==> src/rtl/ist_pkg.sv <==
// Shared types and constants for the integer set table.
package ist_pkg;

   localparam int DATA_W = 32;

   typedef enum logic [1:0] {
      FUNC_INSERT = 2'd0,
      FUNC_REMOVE = 2'd1,
      FUNC_QUERY  = 2'd2
   } ist_func_type;

   // Per-cycle command broadcast to every cell of the chain.
   typedef struct packed {
      logic shift;
      logic write;
   } ist_cell_ctl_type;

endpackage

==> src/rtl/ist_cell.sv <==
// One storage cell of the chain: holds one set entry and hands it to its lower neighbor.
module ist_cell #(
   parameter int IW    = 4,
   parameter int INDEX = 0
) (
   input  logic                       clock,
   input  ist_pkg::ist_cell_ctl_type  ctl,
   input  logic [IW-1:0]              bcast_idx,
   input  logic [ist_pkg::DATA_W-1:0] bcast_data,
   input  logic [ist_pkg::DATA_W-1:0] next_data,
   output logic [ist_pkg::DATA_W-1:0] cell_data
);
   import ist_pkg::*;

   localparam logic [IW-1:0] MY_IDX = IW'(INDEX);

   logic [DATA_W-1:0] data_ff;
   logic [DATA_W-1:0] data_in;
   logic              selected;

   assign selected = (bcast_idx == MY_IDX);

   // During a rotation every cell takes its upper neighbor, except the tail cell,
   // which takes the entry that leaves the head of the chain.
   always_comb begin
      data_in = data_ff;
      if (ctl.shift) begin
         data_in = selected ? bcast_data : next_data;
      end else if (ctl.write && selected) begin
         data_in = bcast_data;
      end
   end

   always_ff @(posedge clock) begin
      data_ff <= data_in;
   end

   assign cell_data = data_ff;

endmodule

==> src/rtl/integer_set_table.sv <==
// Integer set table: a bounded set of signed 32-bit values held in a chain of cells.
//
// Input channel (req_): one operation per beat. req_func selects insert, remove or
// membership query (code three acts as a query); req_value is the element.
// Result channel (rsp_): one beat per operation, in order: whether the value was
// present before the operation, the element count afterwards, and a flag for an
// insert of an absent value into a full table, which is dropped.
// Each operation rotates the held entries once through the chain, one cell step
// per cycle, comparing the entry at the head cell. A removal is done by leaving
// the matching entry out of the rotation. An item is accepted only in the idle
// state, so the next item is not taken before the last result is written to the
// output register. The input is accepted again while that finished result still
// waits on the output register; that item then waits at its end until the result
// is taken.
// Synchronous reset empties the set and drops any pending result; entry contents
// are not cleared, since only entries below the count are ever read.
module integer_set_table #(
   parameter int CAPACITY = 16
) (
   input  logic                               clock,
   input  logic                               reset,
   input  logic                               req_valid,
   output logic                               req_ready,
   input  logic [1:0]                         req_func,
   input  logic signed [31:0]                 req_value,
   output logic                               rsp_valid,
   input  logic                               rsp_ready,
   output logic                               rsp_was_present,
   output logic [$clog2(CAPACITY+1)-1:0]      rsp_count_after,
   output logic                               rsp_insert_dropped
);
   import ist_pkg::*;

   localparam int IW = $clog2(CAPACITY);
   localparam int CW = $clog2(CAPACITY + 1);
   localparam logic [CW-1:0] FULL_COUNT = CW'(CAPACITY);

   typedef enum logic [1:0] {
      ST_IDLE,
      ST_RUN,
      ST_DONE
   } state_type;

   state_type         state_ff, state_in;
   ist_func_type      op_ff, op_in;
   logic [DATA_W-1:0] value_ff, value_in;
   logic [CW-1:0]     count_ff, count_in;
   logic [CW-1:0]     steps_ff, steps_in;
   logic              found_ff, found_in;
   logic              rsp_valid_ff, rsp_valid_in;
   logic              rsp_present_ff, rsp_present_in;
   logic [CW-1:0]     rsp_count_ff, rsp_count_in;
   logic              rsp_dropped_ff, rsp_dropped_in;

   ist_cell_ctl_type  cell_ctl;
   logic [IW-1:0]     bcast_idx;
   logic [DATA_W-1:0] bcast_data;
   logic [DATA_W-1:0] cell_data [CAPACITY];
   logic [CW-1:0]     tail_pos;
   logic              head_hit;
   logic              rsp_free;
   logic              is_insert;
   logic              insert_add;
   logic              insert_drop;

   genvar g;
   generate
      for (g = 0; g < CAPACITY; g++) begin : g_cell
         logic [DATA_W-1:0] upper_data;
         if (g == CAPACITY - 1) begin : g_last
            assign upper_data = bcast_data;
         end else begin : g_mid
            assign upper_data = cell_data[g+1];
         end
         ist_cell #(
            .IW    (IW),
            .INDEX (g)
         ) u_cell (
            .clock      (clock),
            .ctl        (cell_ctl),
            .bcast_idx  (bcast_idx),
            .bcast_data (bcast_data),
            .next_data  (upper_data),
            .cell_data  (cell_data[g])
         );
      end
   endgenerate

   assign tail_pos    = count_ff - CW'(1);
   assign head_hit    = (cell_data[0] == value_ff);
   assign rsp_free    = !rsp_valid_ff || rsp_ready;
   assign is_insert   = (op_ff == FUNC_INSERT);
   assign insert_drop = is_insert && !found_ff && (count_ff == FULL_COUNT);
   assign insert_add  = is_insert && !found_ff && (count_ff != FULL_COUNT);

   always_comb begin
      state_in       = state_ff;
      op_in          = op_ff;
      value_in       = value_ff;
      count_in       = count_ff;
      steps_in       = steps_ff;
      found_in       = found_ff;
      rsp_valid_in   = rsp_valid_ff && !rsp_ready;
      rsp_present_in = rsp_present_ff;
      rsp_count_in   = rsp_count_ff;
      rsp_dropped_in = rsp_dropped_ff;
      cell_ctl       = '0;
      bcast_idx      = tail_pos[IW-1:0];
      bcast_data     = cell_data[0];

      unique case (state_ff)
         ST_IDLE: begin
            if (req_valid) begin
               op_in    = ist_func_type'(req_func);
               value_in = req_value;
               steps_in = count_ff;
               found_in = 1'b0;
               state_in = ST_RUN;
            end
         end
         ST_RUN: begin
            if (steps_ff != '0) begin
               cell_ctl.shift = 1'b1;
               steps_in       = steps_ff - CW'(1);
               if (head_hit) begin
                  found_in = 1'b1;
                  // A removed entry is simply not fed back to the tail.
                  if (op_ff == FUNC_REMOVE) begin
                     count_in = tail_pos;
                  end
               end
            end else begin
               state_in = ST_DONE;
            end
         end
         ST_DONE: begin
            if (rsp_free) begin
               cell_ctl.write = insert_add;
               bcast_idx      = count_ff[IW-1:0];
               bcast_data     = value_ff;
               count_in       = insert_add ? count_ff + CW'(1) : count_ff;
               rsp_valid_in   = 1'b1;
               rsp_present_in = found_ff;
               rsp_count_in   = count_in;
               rsp_dropped_in = insert_drop;
               state_in       = ST_IDLE;
            end
         end
         default: begin
            state_in = ST_IDLE;
         end
      endcase
   end

   always_ff @(posedge clock) begin
      if (reset) begin
         state_ff     <= ST_IDLE;
         count_ff     <= '0;
         rsp_valid_ff <= 1'b0;
      end else begin
         state_ff     <= state_in;
         count_ff     <= count_in;
         rsp_valid_ff <= rsp_valid_in;
      end
      op_ff          <= op_in;
      value_ff       <= value_in;
      steps_ff       <= steps_in;
      found_ff       <= found_in;
      rsp_present_ff <= rsp_present_in;
      rsp_count_ff   <= rsp_count_in;
      rsp_dropped_ff <= rsp_dropped_in;
   end

   assign req_ready          = (state_ff == ST_IDLE);
   assign rsp_valid          = rsp_valid_ff;
   assign rsp_was_present    = rsp_present_ff;
   assign rsp_count_after    = rsp_count_ff;
   assign rsp_insert_dropped = rsp_dropped_ff;

endmodule

==> config.mk <==
export PLATFORM = sky130hd
export DESIGN_NAME = integer_set_table
export DESIGN_NICKNAME = d
export VERILOG_FILES = /design/src/rtl/ist_pkg.sv /design/src/rtl/ist_cell.sv /design/src/rtl/integer_set_table.sv
export SDC_FILE = /design/constraint.sdc
export NUM_CORES = 1
export LEC_CHECK = 0
export BUFFER_PORTS_ARGS = -buffer_cell sky130_fd_sc_hd__buf_2
export CORE_UTILIZATION = 57
export DETAILED_ROUTE_END_ITERATION = 6
export PLACE_DENSITY = 0.77
export SLEW_MARGIN = 20
export SYNTH_ARGS = -nofsm -noshare
export SYNTH_HDL_FRONTEND = slang
export SYNTH_SLANG_ARGS = --single-unit
==> constraint.sdc <==
create_clock -name clock -period 4.9 [get_ports clock]
set_clock_uncertainty 0.2 [all_clocks]
set_input_delay 0.98 -clock clock [delete_from_list [all_inputs] [get_ports clock]]
set_output_delay 0.98 -clock clock [all_outputs]
set_load 0.05 [all_outputs]
After elaboration in Yosys (flattened, before gate mapping)
Index checks and enable logic that the tools add are counted.
Widths: inputs -> output; s select.

cells by class
  add/sub/neg operators = 3
  multiply operators = 0
  divide/modulo/power cells = 0
  magnitude comparators = 0
  equal/unequal tests = 27
  shift-type cells = 0
  muxes and demuxes = 74
  bitwise logic cells = 0
  reductions and logical operators = 52

operators with widths
  operator             number
  $mux 32              49
  $reduce_bool 2->1    18
  $mux 5               7
  $eq 32x32->1         1
  $eq 4x4->1 const B   8
  $logic_and 1x1->1    20
  $pmux 5 s2           2
  $eq 4x3->1 const B   4
  $ne 2x2->1 const B   6
  $sub 5x1->5 const B  2
  $mux 1               9
  $eq 4x2->1 const B   2
  $mux 4               2
  $mux 2               3
  $pmux 2 s3           1
  $reduce_and 3->1     2
  $add 5x1->5 const B  1
  $eq 5x5->1 const B   1
  $ne 5x5->1 const B   1
  $reduce_and 5->1     1
  $reduce_bool 5->1    1
  $eq 2x1->1 const B   2
  $eq 4x1->1 const B   1
  $logic_not 2->1      2
  other kinds (7)      10

storage, ports and cells
  flip-flop bits (word level) = 567
  bits in latches = 0
  memory bits (writable) = 0
  ROM bits = 0
  output and inout bits = 9
  memories = 0

Logic depth before layout (Yosys ltp)
Gate-level depths: netlist of the first run.

  word-level depth = 8
  gate-level depth with buffers = 10
  mapped depth without buffers = 8

Modules after synthesis
From an unflattened synthesis of the first run, not the netlist that was laid out.

unflattened totals
  cell total of the unflattened synthesis = 1435
  area total of the unflattened synthesis = 27107.2 sq um

by module, submodules not included
  module                            times used  cells each  area each (sq um)  sequential area each (sq um)
  ist_cell (g_cell[10].u_cell ...)  4           71          1544.0             960.9
  ist_cell (g_cell[11].u_cell ...)  4           71          1540.2             960.9
  ist_cell (g_cell[1].u_cell ...)   4           71          1534.0             960.9
  integer_set_table                 1           300         2924.1             1571.5
  ist_cell (g_cell[12].u_cell ...)  2           71          1392.6             960.9
  ist_cell (g_cell[15].u_cell)      1           71          1529.0             960.9
  ist_cell (g_cell[0].u_cell)       1           70          1396.3             960.9

Worst setup path before layout of the first run
OpenSTA, ideal clock, no wires.

  path kind = input to register
  start point = input port rsp_ready
  end point = register g_cell[7].u_cell.data_ff[0] (enable)
  library setup time = 0.466 ns
  arrival time = 4.202 ns
  slack = 0.032 ns
  stages on the path = 4
  buffers on the path = 0
  path through = and2b_2 > o21ai_1 > mux2_4 > o21ai_0

between the ends
  longest elaborated chain between the ends = 6
  elaborated cells between the ends (all ways) = 8
  those cells by class = eq/ne: 1; mux: 4; reduce/logical: 3

RTL lines
  element                          RTL line                  RTL
  start: declaration               integer_set_table.sv:27   input logic rsp_ready,
  $logic_or 1x1->1 (*)             integer_set_table.sv:91   assign rsp_free = !rsp_valid_ff || rsp_ready;
  $mux 4                           integer_set_table.sv:137  if (rsp_free) begin
  $mux 4                           integer_set_table.sv:111  unique case (state_ff)
  $eq 4x3->1                       ist_cell.sv:21            assign selected = (bcast_idx == MY_IDX);
  $logic_and 1x1->1 (*)            ist_cell.sv:29            end else if (ctl.write && selected) begin
  $reduce_bool 2->1 (no line) (*)  --
  end signal: assignment           ist_cell.sv:35            data_ff <= data_in;
  end: declaration                 ist_cell.sv:17            logic [DATA_W-1:0] data_ff;

Mark *: on every way between the ends. The rest lies on a longest branch, timed or not.
A chain may end at the register's enable or synchronous reset.

Worst setup path in the final report of the first run
  start point = register count_ff[0]
  end point = register g_cell[9].u_cell.data_ff[9], data pin

between the ends
  longest elaborated chain between the ends = 6

RTL lines
  element                          RTL line                  RTL
  start: declaration               integer_set_table.sv:47   logic [CW-1:0] count_ff, count_in;
  start signal: assignment         integer_set_table.sv:162  count_ff <= count_in;
  $sub 5x1->5                      integer_set_table.sv:89   assign tail_pos = count_ff - CW'(1);
  $mux 4                           integer_set_table.sv:137
  $mux 4 (*)                       integer_set_table.sv:111
  $eq 4x4->1 (*)                   ist_cell.sv:21
  $mux 32 (*)                      ist_cell.sv:28            data_in = selected ? bcast_data : next_data;
  $mux 32 (*)                      ist_cell.sv:27            if (ctl.shift) begin
  net g_cell[9].u_cell.data_in[9]  ist_cell.sv:18            logic [DATA_W-1:0] data_in;
  end signal: assignment           ist_cell.sv:35
  end: declaration                 ist_cell.sv:17

Mark *: on every way through the listed nets, which the timed path passes. The rest lies on a longest branch.

==> impl_metrics.yaml, run 1 <==
logic_synthesis:
  syn-num-nets: 1857
  synth.ff_latch_count: 567
  ys_types: 58
  synth_top_cell_by_area: "edfxtp_1"
  ys.flop_type: "edfxtp_1"
  synth_edf_count: 559
  yosysSeqAreaShare_pct: 70.3
  synth.top_cells.by_area: "edfxtp_1 (70%), a21oi_1 (8.1%), nor2_1 (6.1%)"
  synth_top_cell_area_share_pct: 69.6
  synth_area_um2: 24100
  synthCells: 1814
  synth_warnings: 0
  synth_area_per_cell_um2: 13.3
  synthArstFlopShare_pct: 0
layout:
  layout_commonest_cell: "edfxtp_1"
  drive_gt1_share_pct: 17.1
  final_cell_mix: "edfxtp_1 (559), nor2_1 (393), a21oi_1 (389)"
  nFillCells: 2883
  area_growth_pct: 11.7
  final_util_pct: 65.3
  fin_nets: 1904
  stdcell_count: 2437
  antennaDiodeCount: 0
floorplanning:
  die_x_um: 208
  die_area_um2: 43100
  die_y_um: 208
  io_pins: 47
  rows: 74
  start_util_pct: 58.4
  core_area_um2: 41300
clocking:
  root_buffer: "clkbuf_16"
  cts_tree: "done"
  clockBufferDepth: 3
  clock_latency_ns: 0.60
  htree_levels: 2
  cts_hold_buffers: 0
  cts.clk_slew.worst_paths_ns: 0.06
  cts_inserted_buffers: 54
  cts_resized: 0
  post_cts_buffers: 0
  cts.sinks: 567
sta:
  setup_tns_ns: 0
  rsz0062_at_grt: "no"
  hold_viol_final: 0
  finalCritPeriodShare_pct: 81.1
  slew_violations: 0
  max_freq_mhz: 252
  worstMarginPinSlew_ns: 1.04
  period_needed_ns: 3.97
  slew_headroom_pct: 29.1
  setup_viol: 0
worst_hold_path:
  min_path_cells: 0
  min_path_type: "reg2reg"
  hp-start: "found_ff"
  hold_end: "rsp_was_present"
worst_setup_path:
  rrSetupSlack_ns: 0.93
  crit_arrival_ns: 4.09
  end_kind: "flip-flop"
  worstReg2RegEnd: "g_cell[9].u_cell.cell_data[9]"
  reg2regPathDepth: 8
  worstPathRequired_ns: 5.02
  crit_fanout: 23
  worstSetupPathType: "reg2reg"
  cp-start-kind: "flip-flop"
  timing.rr.start: "count_ff[0]"
route:
  wl_um: 55200
  drt_iter0_markers: 1502
  viasPerCell: 6.11
  dr.pass1.iters: 5
  drtAntennaViolNets: 0
  wire_per_inst_um: 22.7
  vias: 14900
  drc: 0
placed_design:
  port_buffers: 46
  dp_hpwl_um: 32600
  place_inst: 2337
  finalWeightedCongestion: 0.843
global_route:
  grt_overflow: 0
  antenna_found_initial: 0
  grt_max_degree: 65
  first_global_vias: 14600
  grtUsageTotal_pct: 25.9
  grt_first_pass_wirelength_um: 85300
pwr:
  total_power_mw: 12.7
  peakVddDrop_uv: 337
  power_density_nw_per_um2: 472
  p_leak_nw: 9.46
flow_run:
  cap_violations: 0
outcome:
  status: "finished clean"
power by group:
| part | switching [mW] | leakage (nW) | internal [mW] | total, mW |
|---|---|---|---|---|
| Sequential | 0.202 | 5.29 | 6.29 | 6.49 |
| Clock | 1.76 | 0.854 | 2.41 | 4.17 |
| Combinational | 1.39 | 3.31 | 0.684 | 2.08 |
| Total | 3.35 | 9.46 | 9.38 | 12.7 |
layer usage:
layer  global-route usage (%)  vias to the layer above  part of all wire (%)
met5                        0                        -                     0
met4                     8.07                        0                   2.5
met3                     3.95                       93                   8.7
met2                     42.9                      705                    49
met1                     35.5                     7398                    40
li1                         -                     6687                     -
synth_stat cells, types with 2 or more instances:
cell,instances
a21oi_1,389
a31oi_1,3
a31oi_4,3
and2_1,3
buf_2,69
buf_4,10
buf_6,2
buf_8,3
clkbuf_1,42
dfxtp_1,8
edfxtp_1,559
ha_1,5
inv_1,38
inv_2,2
mux2_1,21
mux2_2,45
mux2_4,31
mux2i_1,32
nand2_1,11
nand2b_1,6
nand3_1,8
nand4_1,10
nor2_1,393
nor3_1,4
nor4_1,2
nor4_2,3
o21a_1,2
o21ai_0,27
o21ai_2,2
o21ai_4,12
or3_1,5
xnor2_1,37
xor2_1,2
area by class of cell:
class	count	area, um2	area share (%)
repair buffers	118	858	3.18
clock buffers	71	1460	5.40
flip-flops and latches	567	16900	62.9
clock inverters	29	299	1.11
inverters	40	150	0.557
well taps	532	666	2.47
multi-input cells	1080	6580	24.4
stage by stage:
step	worst slack [ns]	instance area (um2)	hold slack (ns)
after floorplan	0.0321	24100	0.217
after global placement	1.09	25200	0.245
after detailed placement	0.986	25200	0.242
after CTS	0.958	27000	0.259
after global routing	0.718	27000	0.266
final	0.928	27000	0.257
flip-flops by register name, summed over array words and instances (netlist names), 2 cells and up:
name                     count
value_ff                    32
count_ff                     5
state_ff                     2
steps_ff                     5
g_cell.u_cell.cell_data    512
op_ff                        2
rsp_count_after              5
cells by family (layout without fill, tap and decap cells):
family | count (synthesis) | count (layout) | synth area share (%)
XOR/XNOR | 39 | 39 | 1.42
flip-flops | 567 | 567 | 70.3
AND/OR/NAND/NOR | 454 | 454 | 7.70
buffers and inverters | 167 | 258 | 3.31
AO/OA/AOI/OAI | 452 | 452 | 10.7
adder cells (fa/ha/maj) | 5 | 5 | 0.259
multiplexers | 130 | 130 | 6.40
critical path, cell delays in order, from the launching register on:
cell	delay, ns
dfxtp_1	0.79
inv_1	0.32
ha_1	0.39
or3_4	0.38
o31ai_4	0.22
a32oi_4	0.20
o21ai_4	0.63
buf_4	0.41
a21oi_1	0.14
worst max path at each step:
stage               slack (ns)         from  depth (start not counted)                             end
global route              0.72  count_ff[0]                          8  g_cell[12].u_cell.cell_data[8]
finish                    0.93  count_ff[0]                          8   g_cell[9].u_cell.cell_data[9]
floorplan                 0.03    rsp_ready                          4   g_cell[7].u_cell.cell_data[0]
global placement          1.09  count_ff[0]                          8   g_cell[9].u_cell.cell_data[9]
detailed placement        0.99  count_ff[0]                          8   g_cell[9].u_cell.cell_data[9]
CTS                       0.96  count_ff[0]                          8   g_cell[9].u_cell.cell_data[9]
No activity file was read; power rests on OpenSTA's default activity.
==> run 2: changes to the inputs <==
--- a/config.mk
+++ b/config.mk
@@ -5,10 +5,11 @@
 export SDC_FILE = /design/constraint.sdc
 export NUM_CORES = 1
 export LEC_CHECK = 0
+export ABC_AREA = 1
 export BUFFER_PORTS_ARGS = -buffer_cell sky130_fd_sc_hd__buf_2
-export CORE_UTILIZATION = 57
+export CORE_UTILIZATION = 62
 export DETAILED_ROUTE_END_ITERATION = 6
-export PLACE_DENSITY = 0.77
+export PLACE_DENSITY = 0.8
 export SLEW_MARGIN = 20
 export SYNTH_ARGS = -nofsm -noshare
 export SYNTH_HDL_FRONTEND = slang
==> constraint.sdc (replaced) <==
create_clock -name clock -period 4.1 [get_ports clock]
set_clock_uncertainty 0.2 [all_clocks]
set_input_delay 0.82 -clock clock [delete_from_list [all_inputs] [get_ports clock]]
set_output_delay 0.82 -clock clock [all_outputs]
set_load 0.05 [all_outputs]
==> impl_metrics.yaml, run 2 <==
outcome:
  status: "complete, but fails checks"
  violations: "design-rule violations"
clocking:
  cts_resized: 0
  root_buffer: "clkbuf_16"
  cts.clk_slew.worst_paths_ns: 0.06
  cts_tree: "done"
  clockBufferDepth: 3
  cts.sinks: 567
  htree_levels: 2
  cts_hold_buffers: 0
  clock_latency_ns: 0.61
  post_cts_buffers: 0
  cts_inserted_buffers: 58
floorplanning:
  die_y_um: 206
  core_area_um2: 41000
  io_pins: 47
  die_x_um: 206
  start_util_pct: 63.0
  die_area_um2: 42500
  rows: 74
global_route:
  first_global_vias: 18100
  antenna_found_initial: 0
  grt_max_degree: 127
  grt_first_pass_wirelength_um: 91900
  grt_overflow: 0
  grtUsageTotal_pct: 27.5
logic_synthesis:
  synth_top_cell_area_share_pct: 65.0
  synth_most_common_cell: "nand2_1"
  synth_area_per_cell_um2: 10.1
  synth_warnings: 0
  syn-num-nets: 2613
  synth.ff_latch_count: 567
  synthArstFlopShare_pct: 0
  synthCells: 2570
  synth.top_cells.by_area: "edfxtp_1 (65%), nand2_1 (16%), nand3_1 (9.5%)"
  yosys-top-cells-count: "nand2_1 (1124), edfxtp_1 (559), nand3_1 (490)"
  yosysSeqAreaShare_pct: 65.6
  synth_top_cell_by_area: "edfxtp_1"
  synth_area_um2: 25800
  ys_types: 32
  synth_edf_count: 559
  ys.flop_type: "edfxtp_1"
worst_setup_path:
  crit_fanout: 32
  critPathMaxStageDelay_ns: 0.49
  end_kind: "flip-flop"
  worstPathCellList: "inv_1, ha_1, xnor2_1, nand2_1, o21ai_4, inv_2, nor2_8, nand2_2, o21ai_2, buf_4"
  rrSetupSlack_ns: 0.90
  cp-start-kind: "flip-flop"
  path_delay_family: "buffers and inverters"
  crit_arrival_ns: 3.24
  worstPathRequired_ns: 4.14
  crit_buf_inv: 3
  worstSetupPathType: "reg2reg"
  slowest_stage: "dfxtp_1"
pwr:
  power_density_nw_per_um2: 573
  total_power_mw: 16.2
  p_leak_nw: 11.8
  peakVddDrop_uv: 336
layout:
  area_growth_pct: 9.25
  nFillCells: 2877
  fin_nets: 2590
  layout_commonest_cell: "nand2_1"
  largest_reg_flops: 512
  register_area_um2: 16900
  drive_gt1_share_pct: 9.84
  multi_input_area_um2: 7830
  antennaDiodeCount: 0
  final_cell_mix: "nand2_1 (1124), edfxtp_1 (559), nand3_1 (490)"
route:
  wire_per_inst_um: 18.3
  drc: 10
  dr.pass1.iters: 7
  drtAntennaViolNets: 0
  vias: 18400
  drt_iter0_markers: 2041
  wl_um: 57100
  viasPerCell: 5.89
placed_design:
  finalWeightedCongestion: 0.842
  port_buffers: 46
  dp_hpwl_um: 35300
sta:
  worstMarginPinSlew_ns: 0.878
  slew_headroom_pct: 41.4
  hold_viol_final: 0
  setup_tns_ns: 0
  rsz0062_at_grt: "no"
  slew_violations: 0
  setup_viol: 0
  finalCritPeriodShare_pct: 78.1
  max_freq_mhz: 312
  period_needed_ns: 3.20
flow_run:
  cap_violations: 0
worst_hold_path:
  min_path_type: "in2reg"
-- run 2: cell count changes in the layout (fill, tap and decap cells not counted), sizes merged, moves of 6 or more --
cell / delta
clkinv: +6
mux2i: -33
or3: -6
a21oi: -380
a31oi: -6
nand4: -10
xnor2: -13
nand2: +1144
buf: -10
nand3: +482
nand2b: -6
mux2: -97
nor2: -365
-- run 2: worst paths after layout --
kind / start / endpoint / cells after the start
max: count_ff[0] / g_cell[11].u_cell.cell_data[24] / 10
min: req_value[19] / value_ff[19] / 1
max reg2reg: count_ff[0] / g_cell[11].u_cell.cell_data[24] / 10
min reg2reg: found_ff / rsp_was_present / 0
-- run 2: stage by stage --
stage                     instances  setup slack (ns)  area [um2]  hold WS, ns  util [%]
after CTS                      3124             0.966       28200        0.171      68.8
after global placement         3019             0.635       26400        0.254      64.4
after global routing           3124             0.737       28200        0.176      68.8
after floorplan                2570             0.186       25800        0.227         -
after detailed placement       3019             0.551       26400        0.256      64.4
final                          3124             0.897       28200        0.189      68.8
-- run 2: report_power, final --
| group | leakage (nW) | switching (mW) | internal [mW] |
|---|---|---|---|
| Clock | 0.882 | 2.15 | 2.91 |
| Combinational | 5.63 | 2.31 | 0.896 |
| Sequential | 5.31 | 0.254 | 7.65 |
| Total | 11.8 | 4.71 | 11.5 |
-- run 2: area by class of cell --
class                      instances  share of cell area [%]
sequential                       567                    60.0
multi-input combinational       1766                    27.7
clock buffer                      76                    5.68
timing repair buffer             108                    2.86
tap                              532                    2.36
clock inverter                    29                   0.740
inverter                          46                   0.629
-- run 2: cells by family after synthesis --
family	Yosys count	synth area share [%]
AND/OR/NAND/NOR	1680	27.6
flip-flops	567	65.6
buffers and inverters	237	4.44
AO/OA/AOI/OAI	50	1.07
XOR/XNOR	31	1.08
adder cells (fa/ha/maj)	5	0.242
-- run 2: worst reg2reg max path, cell delays in order (launching register included) --
cell and delay (ns):
dfxtp_1 0.49, inv_1 0.20, ha_1 0.27, xnor2_1 0.24, nand2_1 0.14, o21ai_4 0.13
inv_2 0.13, nor2_8 0.17, nand2_2 0.22, o21ai_2 0.18, buf_4 0.43
-- run 2: per-layer routing --
layer	routed length (um)	vias to the layer above	part of all wire, %	global-route usage [%]
li1	-	8616	-	-
met5	0	-	0	0
met2	29700	783	52	49.4
met4	1540	0	2.7	10.2
met3	4140	122	7.3	3.77
met1	21700	8881	38	33.7
